--- config.mk ---
export PLATFORM = sky130hd
export DESIGN_NAME = pan_tilt_frame_to_step_targets_unit
export DESIGN_NICKNAME = d
export VERILOG_FILES = /design/src/rtl/core/ptf_pkg.sv /design/src/rtl/core/ptf_front.sv /design/src/rtl/core/ptf_queue.sv /design/src/rtl/core/ptf_divider.sv /design/src/rtl/core/ptf_back.sv /design/src/rtl/core/pan_tilt_frame_to_step_targets_unit.sv
export SDC_FILE = /design/constraint.sdc
export NUM_CORES = 2
export LEC_CHECK = 0
export BUFFER_PORTS_ARGS = -buffer_cell sky130_fd_sc_hd__buf_2
export CAP_MARGIN = 20
export CELL_PAD_IN_SITES_DETAIL_PLACEMENT = 1
export CELL_PAD_IN_SITES_GLOBAL_PLACEMENT = 2
export CORE_ASPECT_RATIO = 0.9
export CORE_MARGIN = 5
export CORE_UTILIZATION = 30
export CTS_CLUSTER_DIAMETER = 30
export DETAILED_ROUTE_END_ITERATION = 16
export GPL_ROUTABILITY_DRIVEN = 1
export HOLD_SLACK_MARGIN = 0.08
export PLACE_DENSITY = 0.64
export SYNTH_ARGS = -nofsm -noshare
export SYNTH_HDL_FRONTEND = slang
export SYNTH_HIERARCHICAL = 1
export SYNTH_SLANG_ARGS = --single-unit
--- constraint.sdc ---
create_clock -name clk -period 11.7 [get_ports clk]
set_clock_uncertainty 0.2 [all_clocks]
set_input_delay 1.17 -clock clk [delete_from_list [all_inputs] [get_ports clk]]
set_output_delay 1.17 -clock clk [all_outputs]
set_load 0.005 [all_outputs]
--- src/rtl/core/ptf_pkg.sv ---
// shared types and constants for the pan/tilt frame to step target unit
// no dependencies
`timescale 1ns / 1ps
`default_nettype none

package ptf_pkg;

  localparam int FRAME_LEN      = 10;
  localparam int IDX_W          = 4;
  localparam int DIV_W          = 48;
  localparam int DIV_STEPS      = DIV_W / 2;
  localparam int DIV_CNT_W      = $clog2(DIV_STEPS);
  localparam logic [15:0] TURN_HUND = 16'd36000;
  localparam logic [15:0] HALF_HUND = 16'd18000;

  // register indexes
  localparam logic [2:0] REG_PAN_STEPS  = 3'd0;
  localparam logic [2:0] REG_TILT_STEPS = 3'd1;
  localparam logic [2:0] REG_TILT_MIN   = 3'd2;
  localparam logic [2:0] REG_TILT_MAX   = 3'd3;
  localparam logic [2:0] REG_PULSE_LEN  = 3'd4;
  localparam logic [2:0] REG_END_MARKER = 3'd5;

  // control byte bits
  localparam int CTL_A     = 0;
  localparam int CTL_B     = 1;
  localparam int CTL_PULSE = 2;

  typedef struct packed {
    logic               kind;
    logic [7:0]         rx_byte;
    logic signed [31:0] pan_position;
  } in_item_t;

  typedef struct packed {
    logic signed [31:0] pan_target_steps;
    logic [15:0]        tilt_target_steps;
    logic               out_a;
    logic               out_b;
    logic               pulse_out;
    logic               frame_accepted;
    logic               frame_rejected;
  } out_item_t;

  typedef struct packed {
    logic [15:0] pan_steps;
    logic [15:0] tilt_steps;
    logic [15:0] tilt_min;
    logic [15:0] tilt_max;
    logic [15:0] pulse_len;
    logic [7:0]  end_marker;
  } cfg_t;

  // work handed from front to back
  typedef struct packed {
    logic signed [31:0] pos;
    logic               new_pan;
    logic signed [31:0] pan_raw;
    logic [15:0]        tilt_hund;
    logic               level_a;
    logic               level_b;
    logic               pulse;
    logic               accepted;
    logic               rejected;
  } job_t;

  typedef enum logic [2:0] {
    ST_IDLE,
    ST_NORM,
    ST_CUR,
    ST_MOD,
    ST_DIFF,
    ST_TILT,
    ST_DONE
  } back_state_t;

endpackage

`default_nettype wire

--- src/rtl/core/ptf_front.sv ---
// front: frame assembly, target and pulse state, job generation
// depends on ptf_pkg
`timescale 1ns / 1ps
`default_nettype none

module ptf_front import ptf_pkg::*; (
  input  wire logic     clk,
  input  wire logic     rst,
  input  wire cfg_t     cfg,
  input  wire logic     in_valid,
  output logic          in_ready,
  input  wire in_item_t in_data,
  input  wire logic     q_full,
  output logic          q_push,
  output job_t          q_job
);

  logic [IDX_W-1:0] byte_index, byte_index_next;
  logic [7:0]       frame_store [FRAME_LEN-1];
  logic [15:0]      tilt_hund, tilt_hund_next;
  logic             level_a, level_a_next;
  logic             level_b, level_b_next;
  logic             pulse_active, pulse_active_next;
  logic [15:0]      pulse_elapsed, pulse_elapsed_next;
  logic             accepted, rejected;
  logic signed [31:0] pan_raw, tilt_raw;
  logic [7:0]       ctl;

  assign in_ready = !q_full;
  assign q_push   = in_valid && in_ready;

  assign pan_raw  = {frame_store[0], frame_store[1], frame_store[2], frame_store[3]};
  assign tilt_raw = {frame_store[4], frame_store[5], frame_store[6], frame_store[7]};
  assign ctl      = frame_store[8];

  // state update for one transaction
  always_comb begin
    byte_index_next    = byte_index;
    tilt_hund_next     = tilt_hund;
    level_a_next       = level_a;
    level_b_next       = level_b;
    pulse_active_next  = pulse_active;
    pulse_elapsed_next = pulse_elapsed;
    accepted           = 1'b0;
    rejected           = 1'b0;
    if (!in_data.kind) begin
      if (byte_index < IDX_W'(FRAME_LEN - 1)) begin
        byte_index_next = byte_index + IDX_W'(1);
      end else begin
        byte_index_next = '0;
        if (in_data.rx_byte == cfg.end_marker) begin
          accepted = 1'b1;
          if (tilt_raw < $signed({16'b0, cfg.tilt_min})) begin
            tilt_hund_next = cfg.tilt_min;
          end else if (tilt_raw > $signed({16'b0, cfg.tilt_max})) begin
            tilt_hund_next = cfg.tilt_max;
          end else begin
            tilt_hund_next = tilt_raw[15:0];
          end
          level_a_next = ctl[CTL_A];
          level_b_next = ctl[CTL_B];
          if (ctl[CTL_PULSE]) begin
            pulse_active_next  = 1'b1;
            pulse_elapsed_next = '0;
          end
        end else begin
          rejected = 1'b1;
        end
      end
    end else if (pulse_elapsed != 16'hFFFF) begin
      pulse_elapsed_next = pulse_elapsed + 16'd1;
    end
    if (pulse_active_next && pulse_elapsed_next > cfg.pulse_len) begin
      pulse_active_next = 1'b0;
    end
  end

  // job contents
  always_comb begin
    q_job.pos       = in_data.pan_position;
    q_job.new_pan   = accepted;
    q_job.pan_raw   = pan_raw;
    q_job.tilt_hund = tilt_hund_next;
    q_job.level_a   = level_a_next;
    q_job.level_b   = level_b_next;
    q_job.pulse     = pulse_active_next;
    q_job.accepted  = accepted;
    q_job.rejected  = rejected;
  end

  // control state
  always_ff @(posedge clk) begin
    if (rst) begin
      byte_index    <= '0;
      tilt_hund     <= 16'd3000;
      level_a       <= 1'b0;
      level_b       <= 1'b0;
      pulse_active  <= 1'b0;
      pulse_elapsed <= '0;
    end else if (q_push) begin
      byte_index    <= byte_index_next;
      tilt_hund     <= tilt_hund_next;
      level_a       <= level_a_next;
      level_b       <= level_b_next;
      pulse_active  <= pulse_active_next;
      pulse_elapsed <= pulse_elapsed_next;
    end
  end

  // frame bytes
  always_ff @(posedge clk) begin
    if (q_push && !in_data.kind && byte_index < IDX_W'(FRAME_LEN - 1)) begin
      frame_store[byte_index] <= in_data.rx_byte;
    end
  end

endmodule

`default_nettype wire

--- src/rtl/core/ptf_queue.sv ---
// two-entry job queue between front and back
// depends on ptf_pkg
`timescale 1ns / 1ps
`default_nettype none

module ptf_queue import ptf_pkg::*; (
  input  wire logic clk,
  input  wire logic rst,
  input  wire logic push,
  input  wire job_t push_job,
  output logic      full,
  input  wire logic pop,
  output logic      not_empty,
  output job_t      head
);

  job_t       mem [2];
  logic       wr_ptr, rd_ptr;
  logic [1:0] count;

  assign full      = count == 2'd2;
  assign not_empty = count != 2'd0;
  assign head      = mem[rd_ptr];

  // pointers and fill count
  always_ff @(posedge clk) begin
    if (rst) begin
      wr_ptr <= 1'b0;
      rd_ptr <= 1'b0;
      count  <= '0;
    end else begin
      if (push) wr_ptr <= !wr_ptr;
      if (pop)  rd_ptr <= !rd_ptr;
      if (push && !pop)      count <= count + 2'd1;
      else if (pop && !push) count <= count - 2'd1;
    end
  end

  always_ff @(posedge clk) begin
    if (push) mem[wr_ptr] <= push_job;
  end

endmodule

`default_nettype wire

--- src/rtl/core/ptf_divider.sv ---
// unsigned radix-4 restoring divider, two quotient bits per cycle
// depends on ptf_pkg
`timescale 1ns / 1ps
`default_nettype none

module ptf_divider import ptf_pkg::*; (
  input  wire logic             clk,
  input  wire logic             rst,
  input  wire logic             start,
  input  wire logic [DIV_W-1:0] dividend,
  input  wire logic [15:0]      divisor,
  output logic                  done,
  output logic [DIV_W-1:0]      quo,
  output logic [15:0]           rem
);

  logic                 busy;
  logic [DIV_CNT_W-1:0] cnt;
  logic [15:0]          dvs;
  logic [16:0]          r1, r2, r1s, r2s;
  logic                 ge1, ge2;

  // two shift-subtract steps
  always_comb begin
    r1  = {rem, quo[DIV_W-1]};
    ge1 = r1 >= {1'b0, dvs};
    r1s = ge1 ? r1 - {1'b0, dvs} : r1;
    r2  = {r1s[15:0], quo[DIV_W-2]};
    ge2 = r2 >= {1'b0, dvs};
    r2s = ge2 ? r2 - {1'b0, dvs} : r2;
  end

  always_ff @(posedge clk) begin
    if (rst) begin
      busy <= 1'b0;
      done <= 1'b0;
      cnt  <= '0;
    end else begin
      done <= 1'b0;
      if (start) begin
        busy <= 1'b1;
        cnt  <= '0;
      end else if (busy) begin
        cnt <= cnt + DIV_CNT_W'(1);
        if (cnt == DIV_CNT_W'(DIV_STEPS - 1)) begin
          busy <= 1'b0;
          done <= 1'b1;
        end
      end
    end
  end

  // datapath
  always_ff @(posedge clk) begin
    if (start) begin
      quo <= dividend;
      rem <= '0;
      dvs <= divisor;
    end else if (busy) begin
      quo <= {quo[DIV_W-3:0], ge1, ge2};
      rem <= r2s[15:0];
    end
  end

endmodule

`default_nettype wire

--- src/rtl/core/ptf_back.sv ---
// back: step target arithmetic on a shared divider, result register
// depends on ptf_pkg and ptf_divider
`timescale 1ns / 1ps
`default_nettype none

module ptf_back import ptf_pkg::*; (
  input  wire logic clk,
  input  wire logic rst,
  input  wire cfg_t cfg,
  input  wire logic q_valid,
  input  wire job_t q_job,
  output logic      q_pop,
  output logic      out_valid,
  input  wire logic out_ready,
  output out_item_t out_data
);

  back_state_t state, state_next;
  job_t        job;
  logic        issued;
  logic [15:0] pan_t;
  logic signed [16:0] diff;
  logic signed [31:0] pan_res;
  logic [15:0] tilt_res;
  logic [15:0] p_eff, t_eff;
  logic        div_start, div_done;
  logic [DIV_W-1:0] div_dividend, div_quo;
  logic [15:0] div_divisor, div_rem;
  logic [31:0] pos_mag, raw_mag;
  logic [14:0] diff_mag;
  logic signed [17:0] cur, d0, d1, d2;
  logic signed [31:0] step_off;
  logic        is_div, load_out;

  assign p_eff    = (cfg.pan_steps == '0) ? 16'd1 : cfg.pan_steps;
  assign t_eff    = (cfg.tilt_steps == '0) ? 16'd1 : cfg.tilt_steps;
  assign pos_mag  = job.pos[31] ? 32'(-job.pos) : job.pos;
  assign raw_mag  = job.pan_raw[31] ? 32'(-job.pan_raw) : job.pan_raw;
  assign diff_mag = diff[16] ? 15'(-diff) : diff[14:0];

  // shortest-path difference from current position remainder
  always_comb begin
    cur = job.pos[31] ? -$signed({2'b0, div_rem}) : $signed({2'b0, div_rem});
    d0  = $signed({2'b0, pan_t}) - cur;
    d1  = (d0 >= $signed({2'b0, TURN_HUND})) ? d0 - $signed({2'b0, TURN_HUND}) : d0;
    if (d1 > $signed({2'b0, HALF_HUND})) begin
      d2 = d1 - $signed({2'b0, TURN_HUND});
    end else if (d1 < -$signed({2'b0, HALF_HUND})) begin
      d2 = d1 + $signed({2'b0, TURN_HUND});
    end else begin
      d2 = d1;
    end
  end

  assign step_off = diff[16] ? -$signed(div_quo[31:0]) : $signed(div_quo[31:0]);

  // divider operand selection
  always_comb begin
    div_divisor  = TURN_HUND;
    div_dividend = '0;
    unique case (state)
      ST_NORM: div_dividend = {16'b0, raw_mag};
      ST_CUR: begin
        div_dividend = DIV_W'(pos_mag) * DIV_W'(TURN_HUND);
        div_divisor  = p_eff;
      end
      ST_MOD:  div_dividend = div_quo;
      ST_DIFF: div_dividend = DIV_W'({17'b0, diff_mag} * {16'b0, p_eff});
      ST_TILT: div_dividend = DIV_W'({16'b0, job.tilt_hund} * {16'b0, t_eff});
      default: div_dividend = '0;
    endcase
  end

  // next state
  always_comb begin
    state_next = state;
    unique case (state)
      ST_IDLE: if (q_valid) state_next = q_job.new_pan ? ST_NORM : ST_CUR;
      ST_NORM: if (div_done) state_next = ST_CUR;
      ST_CUR:  if (div_done) state_next = ST_MOD;
      ST_MOD:  if (div_done) state_next = ST_DIFF;
      ST_DIFF: if (div_done) state_next = ST_TILT;
      ST_TILT: if (div_done) state_next = ST_DONE;
      ST_DONE: if (!out_valid || out_ready) state_next = ST_IDLE;
      default: state_next = ST_IDLE;
    endcase
  end

  // outputs of the sequencer
  always_comb begin
    is_div = 1'b0;
    unique case (state)
      ST_NORM, ST_CUR, ST_MOD, ST_DIFF, ST_TILT: is_div = 1'b1;
      default: is_div = 1'b0;
    endcase
    q_pop     = (state == ST_IDLE) && q_valid;
    div_start = is_div && !issued;
    load_out  = (state == ST_DONE) && (!out_valid || out_ready);
  end

  ptf_divider u_div (
    .clk      (clk),
    .rst      (rst),
    .start    (div_start),
    .dividend (div_dividend),
    .divisor  (div_divisor),
    .done     (div_done),
    .quo      (div_quo),
    .rem      (div_rem)
  );

  // control state
  always_ff @(posedge clk) begin
    if (rst) begin
      state     <= ST_IDLE;
      issued    <= 1'b0;
      pan_t     <= '0;
      out_valid <= 1'b0;
    end else begin
      state <= state_next;
      if (div_start)     issued <= 1'b1;
      else if (div_done) issued <= 1'b0;
      if (state == ST_NORM && div_done) begin
        pan_t <= (job.pan_raw[31] && div_rem != '0) ? TURN_HUND - div_rem : div_rem;
      end
      if (load_out)       out_valid <= 1'b1;
      else if (out_ready) out_valid <= 1'b0;
    end
  end

  // job and intermediate results
  always_ff @(posedge clk) begin
    if (q_pop) job <= q_job;
    if (state == ST_MOD && div_done)  diff <= d2[16:0];
    if (state == ST_DIFF && div_done) pan_res <= job.pos + step_off;
    if (state == ST_TILT && div_done) begin
      tilt_res <= (div_quo > DIV_W'(16'hFFFF)) ? 16'hFFFF : div_quo[15:0];
    end
    if (load_out) begin
      out_data.pan_target_steps  <= pan_res;
      out_data.tilt_target_steps <= tilt_res;
      out_data.out_a             <= job.level_a;
      out_data.out_b             <= job.level_b;
      out_data.pulse_out         <= job.pulse;
      out_data.frame_accepted    <= job.accepted;
      out_data.frame_rejected    <= job.rejected;
    end
  end

  // one divide request per step
  a_single_start: assert property (@(posedge clk) disable iff (rst)
    div_start |=> !div_start) else $error("divider started twice");

  // jobs leave the queue only between items
  a_pop_idle: assert property (@(posedge clk) disable iff (rst)
    q_pop |=> state != ST_IDLE) else $error("job pop did not start work");

  // a waiting result is never overwritten
  a_no_overwrite: assert property (@(posedge clk) disable iff (rst)
    (out_valid && !out_ready) |-> !load_out) else $error("result overwritten");

endmodule

`default_nettype wire

--- src/rtl/core/pan_tilt_frame_to_step_targets_unit.sv ---
// top level: register port, front, job queue and back
// depends on ptf_pkg, ptf_front, ptf_queue, ptf_back
// results: four runs of the shared divider per transaction, five for the byte that ends
// an accepted frame
// queueing: the back works on one transaction at a time; two more wait in the queue
// reset: synchronous, clears the frame counter, pan target, levels, pulse and queue; tilt target to 3000
`timescale 1ns / 1ps
`default_nettype none

module pan_tilt_frame_to_step_targets_unit import ptf_pkg::*; (
  input  wire logic        clk,
  input  wire logic        rst,
  input  wire logic        in_valid,
  output logic             in_ready,
  input  wire in_item_t    in_data,
  output logic             out_valid,
  input  wire logic        out_ready,
  output out_item_t        out_data,
  input  wire logic        psel,
  input  wire logic        penable,
  input  wire logic        pwrite,
  input  wire logic [4:0]  paddr,
  input  wire logic [31:0] pwdata,
  output logic [31:0]      prdata,
  output logic             pready
);

  cfg_t       cfg;
  logic [2:0] reg_idx;
  logic       q_full, q_push, q_pop, q_valid;
  job_t       push_job, head_job;

  assign pready  = 1'b1;
  assign reg_idx = paddr[4:2];

  // register writes
  always_ff @(posedge clk) begin
    if (rst) begin
      cfg.pan_steps  <= 16'd2400;
      cfg.tilt_steps <= 16'd2600;
      cfg.tilt_min   <= 16'd0;
      cfg.tilt_max   <= 16'd6000;
      cfg.pulse_len  <= 16'd500;
      cfg.end_marker <= 8'hFF;
    end else if (psel && penable && pwrite) begin
      unique case (reg_idx)
        REG_PAN_STEPS:  cfg.pan_steps  <= pwdata[15:0];
        REG_TILT_STEPS: cfg.tilt_steps <= pwdata[15:0];
        REG_TILT_MIN:   cfg.tilt_min   <= pwdata[15:0];
        REG_TILT_MAX:   cfg.tilt_max   <= pwdata[15:0];
        REG_PULSE_LEN:  cfg.pulse_len  <= pwdata[15:0];
        REG_END_MARKER: cfg.end_marker <= pwdata[7:0];
        default: ;
      endcase
    end
  end

  // register reads
  always_comb begin
    unique case (reg_idx)
      REG_PAN_STEPS:  prdata = {16'b0, cfg.pan_steps};
      REG_TILT_STEPS: prdata = {16'b0, cfg.tilt_steps};
      REG_TILT_MIN:   prdata = {16'b0, cfg.tilt_min};
      REG_TILT_MAX:   prdata = {16'b0, cfg.tilt_max};
      REG_PULSE_LEN:  prdata = {16'b0, cfg.pulse_len};
      REG_END_MARKER: prdata = {24'b0, cfg.end_marker};
      default:        prdata = '0;
    endcase
  end

  ptf_front u_front (
    .clk      (clk),
    .rst      (rst),
    .cfg      (cfg),
    .in_valid (in_valid),
    .in_ready (in_ready),
    .in_data  (in_data),
    .q_full   (q_full),
    .q_push   (q_push),
    .q_job    (push_job)
  );

  ptf_queue u_queue (
    .clk       (clk),
    .rst       (rst),
    .push      (q_push),
    .push_job  (push_job),
    .full      (q_full),
    .pop       (q_pop),
    .not_empty (q_valid),
    .head      (head_job)
  );

  ptf_back u_back (
    .clk       (clk),
    .rst       (rst),
    .cfg       (cfg),
    .q_valid   (q_valid),
    .q_job     (head_job),
    .q_pop     (q_pop),
    .out_valid (out_valid),
    .out_ready (out_ready),
    .out_data  (out_data)
  );

endmodule

`default_nettype wire

After elaboration in Yosys (flattened, before gate mapping)
Memories as Yosys holds them, arrays and structs flattened. A register that Yosys moved wholly into a read port is not among the register bits.
Cells that the tools add are included.
{"block": "classes", "magnitude_cmp": 10, "div": 0, "n_addsub": 18, "n_reduce_logical": 47, "n_mul": 3, "shifts": 0, "n_mux": 71, "eq_ne": 23, "bitwise": 2}
{"cell": "$mux 16", "count": 15}
{"cell": "$pmux 48 s5", "count": 1}
{"cell": "$mux 32", "count": 3}
{"cell": "$mux 48", "count": 2}
{"cell": "$neg 32->32", "count": 3}
{"cell": "$pmux 16 s6", "count": 1}
{"cell": "$gt 48x16->1 const B", "count": 1}
{"cell": "$mul 32x11->43 const B", "count": 1}
{"cell": "$mux 18", "count": 2}
{"cell": "$ge 17x16->1", "count": 2}
{"cell": "$mux 17", "count": 2}
{"cell": "$add 32x32->32", "count": 1}
{"cell": "$gt 32x17->1", "count": 1}
{"cell": "$logic_not 16->1", "count": 2}
{"cell": "$lt 32x17->1", "count": 1}
{"cell": "$mul 16x16->32", "count": 1}
{"cell": "$mux 1", "count": 32}
{"cell": "$sub 16x16->16", "count": 2}
{"cell": "$mul 15x16->31", "count": 1}
{"cell": "$mux 3", "count": 7}
{"cell": "$pmux 3 s7", "count": 1}
{"cell": "$ge 18x17->1 const B", "count": 1}
{"cell": "$gt 18x16->1 const B", "count": 1}
{"cell": "$lt 18x16->1 const B", "count": 1}
{"cell": "38 further kinds", "count": 89}
{"block": "totals", "latch_bits": 0, "out_inout_bits": 88, "romBits": 0, "memories": 2, "reg_bits": 442, "ramBits": 244, "in_bits": 85, "word_cells": 219}
{"memory": "u_queue.mem", "words": 2, "width": 86, "rd": 1, "rd_clocked_by_memory_dff": 1, "write_ports": 1, "line": "ptf_queue.sv:17", "rtl": "job_t mem [2];"}
{"memory": "u_front.frame_store", "words": 9, "width": 8, "rd": 9, "rd_clocked_by_memory_dff": 0, "write_ports": 1, "line": "ptf_front.sv:19", "rtl": "logic [7:0] frame_store [FRAME_LEN-1];"}

Longest topological paths before layout
{"block": "depth", "depth_word": 8, "depth_mapped": 32, "depth_no_buf": 31}

Hierarchy
Netlist, hierarchy kept.
{"mod": "ptf_back", "instances": 1, "cells_each": 3909, "seq_area_each_um2": 6486.2, "area_each_um2": 36301.1}
{"mod": "ptf_queue", "instances": 1, "cells_each": 290, "seq_area_each_um2": 5265.0, "area_each_um2": 6617.6}
{"mod": "ptf_front", "instances": 1, "cells_each": 715, "seq_area_each_um2": 2792.7, "area_each_um2": 6533.8}
{"mod": "ptf_divider", "instances": 1, "cells_each": 505, "seq_area_each_um2": 2382.3, "area_each_um2": 5435.2}
{"mod": "pan_tilt_frame_to_step_targets_unit", "instances": 1, "cells_each": 487, "seq_area_each_um2": 1761.7, "area_each_um2": 4385.5}

Worst setup path before layout
OpenSTA, ideal clock, no wires.
{"block": "synth_timing", "kind": "register to register", "startpoint": "register u_back.diff[0]", "endpoint": "register u_back.u_div.quo[30], data pin", "t_arrival_ps": 7992, "path_stages_with_launch": 29, "required_ps": 11240, "path_slack_ps": 3249, "period_less_slack_ps": 8451, "setup_time_ps": 260, "n_path_buf": 1, "path_cell_list": "edfxtp_1 inv_1 nand2_1 or4_1 or2_2 o31ai_1 xnor2_1 clkbuf_1 nand2_1 fa_1 inv_1 fa_1 fa_1 fa_1 fa_1 inv_1 fa_1 inv_1 ha_1 a21o_1 a21o_1 a221oi_1 o31ai_1 a311o_1 and2_1 o41ai_1 mux2i_1 nand4_1 mux2_2"}
{"block": "synth_between", "elab_chain_cells": 5}
{"item": "from (decl)", "line": "ptf_back.sv:22", "rtl": "logic signed [16:0] diff;"}
{"item": "from (signal assigned)", "line": "ptf_back.sv:134", "rtl": "if (state == ST_MOD && div_done) diff <= d2[16:0];"}
{"item": "$neg 15->15", "line": "ptf_back.sv:39", "rtl": "assign diff_mag = diff[16] ? 15'(-diff) : diff[14:0];"}
{"item": "$mux 15 (*)", "line": "ptf_back.sv:39"}
{"item": "$mul 15x16->31 (*)", "line": "ptf_back.sv:68", "rtl": "ST_DIFF: div_dividend = DIV_W'({17'b0, diff_mag} * {16'b0, p_eff});"}
{"item": "$pmux 48 s5 (*)", "line": "ptf_back.sv:61", "rtl": "unique case (state)"}
{"item": "net u_back.div_dividend[30]", "line": "ptf_back.sv:27", "rtl": "logic [DIV_W-1:0] div_dividend, div_quo;"}
{"item": "$mux 48 (*)", "line": "ptf_divider.sv:55", "rtl": "if (start) begin"}
{"item": "to (signal assigned)", "line": "ptf_divider.sv:56", "rtl": "quo <= dividend;"}
{"item": "to (signal assigned)", "line": "ptf_divider.sv:60", "rtl": "quo <= {quo[DIV_W-3:0], ge1, ge2};"}
{"item": "to (decl)", "line": "ptf_divider.sv:13", "rtl": "output logic [DIV_W-1:0] quo,"}
Mark *: on every way through the listed nets, which the timed path passes. The rest lies on a longest branch.
A chain may end at the register's enable or synchronous reset.

Worst setup path after layout
Ends and elaborated chain as after synthesis.

==> flow_metrics.py <==
metrics = {
    "floorplanning": {
        "dieArea_um2": 206600,
        "core_region_area_um2": 196200,
        "die_h_um": 431.7,
        "die_x_um": 478.5,
        "rows": 154,
        "floorplan.initialDensity_pct": 30.22,
        "io_pins": 173,
    },
    "setup_path": {
        "crit_buf_inv": 7,
        "path_delay_family": "adder cells",
        "crit_slowest_cell": "xor2_1",
        "cp.arrival_ps": 9960,
        "rrSetupSlack_ps": 2030,
        "crit_type": "flop to flop",
        "crit_path_end_kind": "flop",
        "start_kind": "flop",
        "cp_max_fo": 16,
        "critPathMostFrequentCell": "inv_1",
        "cpPeakStageDelay_ps": 800,
        "worstPathRequired_ps": 11990,
    },
    "sta": {
        "tightest_slew_ps": 1060,
        "timing_hold_violations_final": 0,
        "max_slew_margin_pct": 29.31,
        "fmax_mhz": 103.4,
        "rsz0062_at_grt": "no",
        "post-route-period-util_pct": 82.62,
        "slew_viol_final": 0,
        "finalSetupTns_ps": 0,
        "setup_viol_count_final": 0,
        "finalCriticalPeriod_ps": 9667,
        "whs_ps": 209.6,
    },
    "drt": {
        "drc": 0,
        "wl_um": 197100,
        "ant_nets": 0,
        "viasPerCell": 5.062,
        "dr.pass1.iters": 5,
        "vias": 44220,
        "first_iter_violations": 2255,
        "routedWlPerCell_um": 22.56,
    },
    "synth": {
        "yosysWarnings": 6,
        "yosys_register_bits": 681,
        "synthArstFlopShare_pct": 0,
        "syn_avg_cell_area_um2": 10.04,
        "yosys.area.top_type": "edfxtp_1",
        "netlist_area_um2": 59270,
        "syn_inst": 5906,
        "synth_top_area_share_pct": 25.58,
        "yosysSeqAreaShare_pct": 31.53,
        "ys_top_cells_by_count": "inv_1, ha_1, edfxtp_1",
        "yosysMostFrequentCell": "inv_1",
        "synth_edf_count": 505,
        "ys_types": 117,
        "ys_top_cells_by_area": "edfxtp_1, fa_1, ha_1",
        "synthFlopType": "edfxtp_1",
    },
    "place": {
        "dpl.cell_count": 8439,
        "dpl.hpwl_um": 151500,
        "io_buffers": 137,
        "gp_congestion": 0.8405,
    },
    "cts": {
        "root_buffer": "clkbuf_16",
        "numCtsBuffers": 159,
        "path_clk_slew_ps": 50,
        "cts_setup_buffers": 0,
        "hold_buffers": 0,
        "h-tree-depth": 4,
        "clk_latency_ps": 780,
        "cts_tree": "yes",
        "cts_resized": 0,
        "clock_sinks": 681,
        "cts_buffer_depth": 3,
    },
    "run": {
        "drv_cap": 0,
    },
    "global_route": {
        "antenna_found_initial": 6,
        "grt_pass1_vias": 47520,
        "grt_max_degree": 84,
        "grt_pass1_wl_um": 300300,
        "grt_overflow": 0,
        "grt_usage_pct": 18.89,
    },
    "worst_hold_path": {
        "holdCritPathClass": "flop to flop",
    },
    "cells_and_area": {
        "fin_cells": 8737,
        "final_nets": 7089,
        "syn_to_final_growth_pct": 14.83,
        "drive_gt1_share_pct": 12.14,
    },
    "outcome": {
        "status": "finished clean",
    },
}
-- routing by layer --
layer	track usage, %	vias up	wire length (um)
met2	31.56	789	92590
met4	4.096	4	3801
met1	25.89	22660	93000
li1	-	20540	-
met5	0	-	27
met3	2.974	225	7704
-- sequential cells by signal, indices dropped and copies added (netlist names), 32 cells and up, named ones only --
register and cells:
u_back/u_div/quo 48, cfg 88, u_front/frame_store 67, u_queue/mem 172, u_back/job 85, u_back/pan_res 32, u_back/out_data 53
-- area by class of cell --
cell class | count | area (um2)
fill | 22070 | 128100
multi-input combinational | 4186 | 36360
sequential | 681 | 18690
clock buffer | 191 | 4209
tap | 2574 | 3221
inverter | 768 | 2883
timing repair buffer | 230 | 1398
clock inverter | 105 | 1295
antenna | 2 | 5.005
-- layout by cell type, fill, tap and decap left out, types with 175 or more instances in the layout --
master	count
and2_1	209
a21oi_1	203
fa_1	459
xnor2_1	197
nor2_1	299
nand2_1	479
edfxtp_1	505
o21ai_0	290
dfxtp_1	175
inv_1	762
ha_1	519
-- path summary, 6_finish.rpt --
kind / cells past startpoint / to / startpoint
max: 31 / u_back/u_div/quo[30]$_DFFE_PP_ / u_back/diff[0]$_DFFE_PP_
min: 0 / u_queue/mem[1][40]$_DFFE_PP_ / u_front/frame_store[1][3]$_DFFE_PP_
max reg2reg: 31 / u_back/u_div/quo[30]$_DFFE_PP_ / u_back/diff[0]$_DFFE_PP_
min reg2reg: 0 / u_queue/mem[1][40]$_DFFE_PP_ / u_front/frame_store[1][3]$_DFFE_PP_
-- cell families after synthesis --
| family | Yosys count | synth area share [%] |
|---|---|---|
| and+or+nand+nor | 1608 | 13.67 |
| xor gates and xnor gates | 281 | 4.190 |
| buffers and inverters | 1054 | 7.382 |
| DFF | 681 | 31.53 |
| other | 2 | 0.01267 |
| adders and majority gates | 978 | 26.46 |
| muxes | 254 | 4.910 |
| AOI/OAI and AO/OA | 1048 | 11.85 |
-- through the flow --
| step | utilization, % | area, um2 | setup WS, ps |
|---|---|---|---|
| 6_report | 34.70 | 68060 | 2033 |
| 3_3_place_gp | 31.88 | 62540 | 2050 |
| 5_1_grt | 34.70 | 68060 | 1432 |
| 2_1_floorplan | - | 59330 | 3249 |
| 3_5_place_dp | 31.89 | 62550 | 2029 |
| 4_1_cts | 34.70 | 68060 | 2007 |
Power is not shown: default switching activity piles up to over one toggle a cycle in this logic, so the estimate is an artifact.
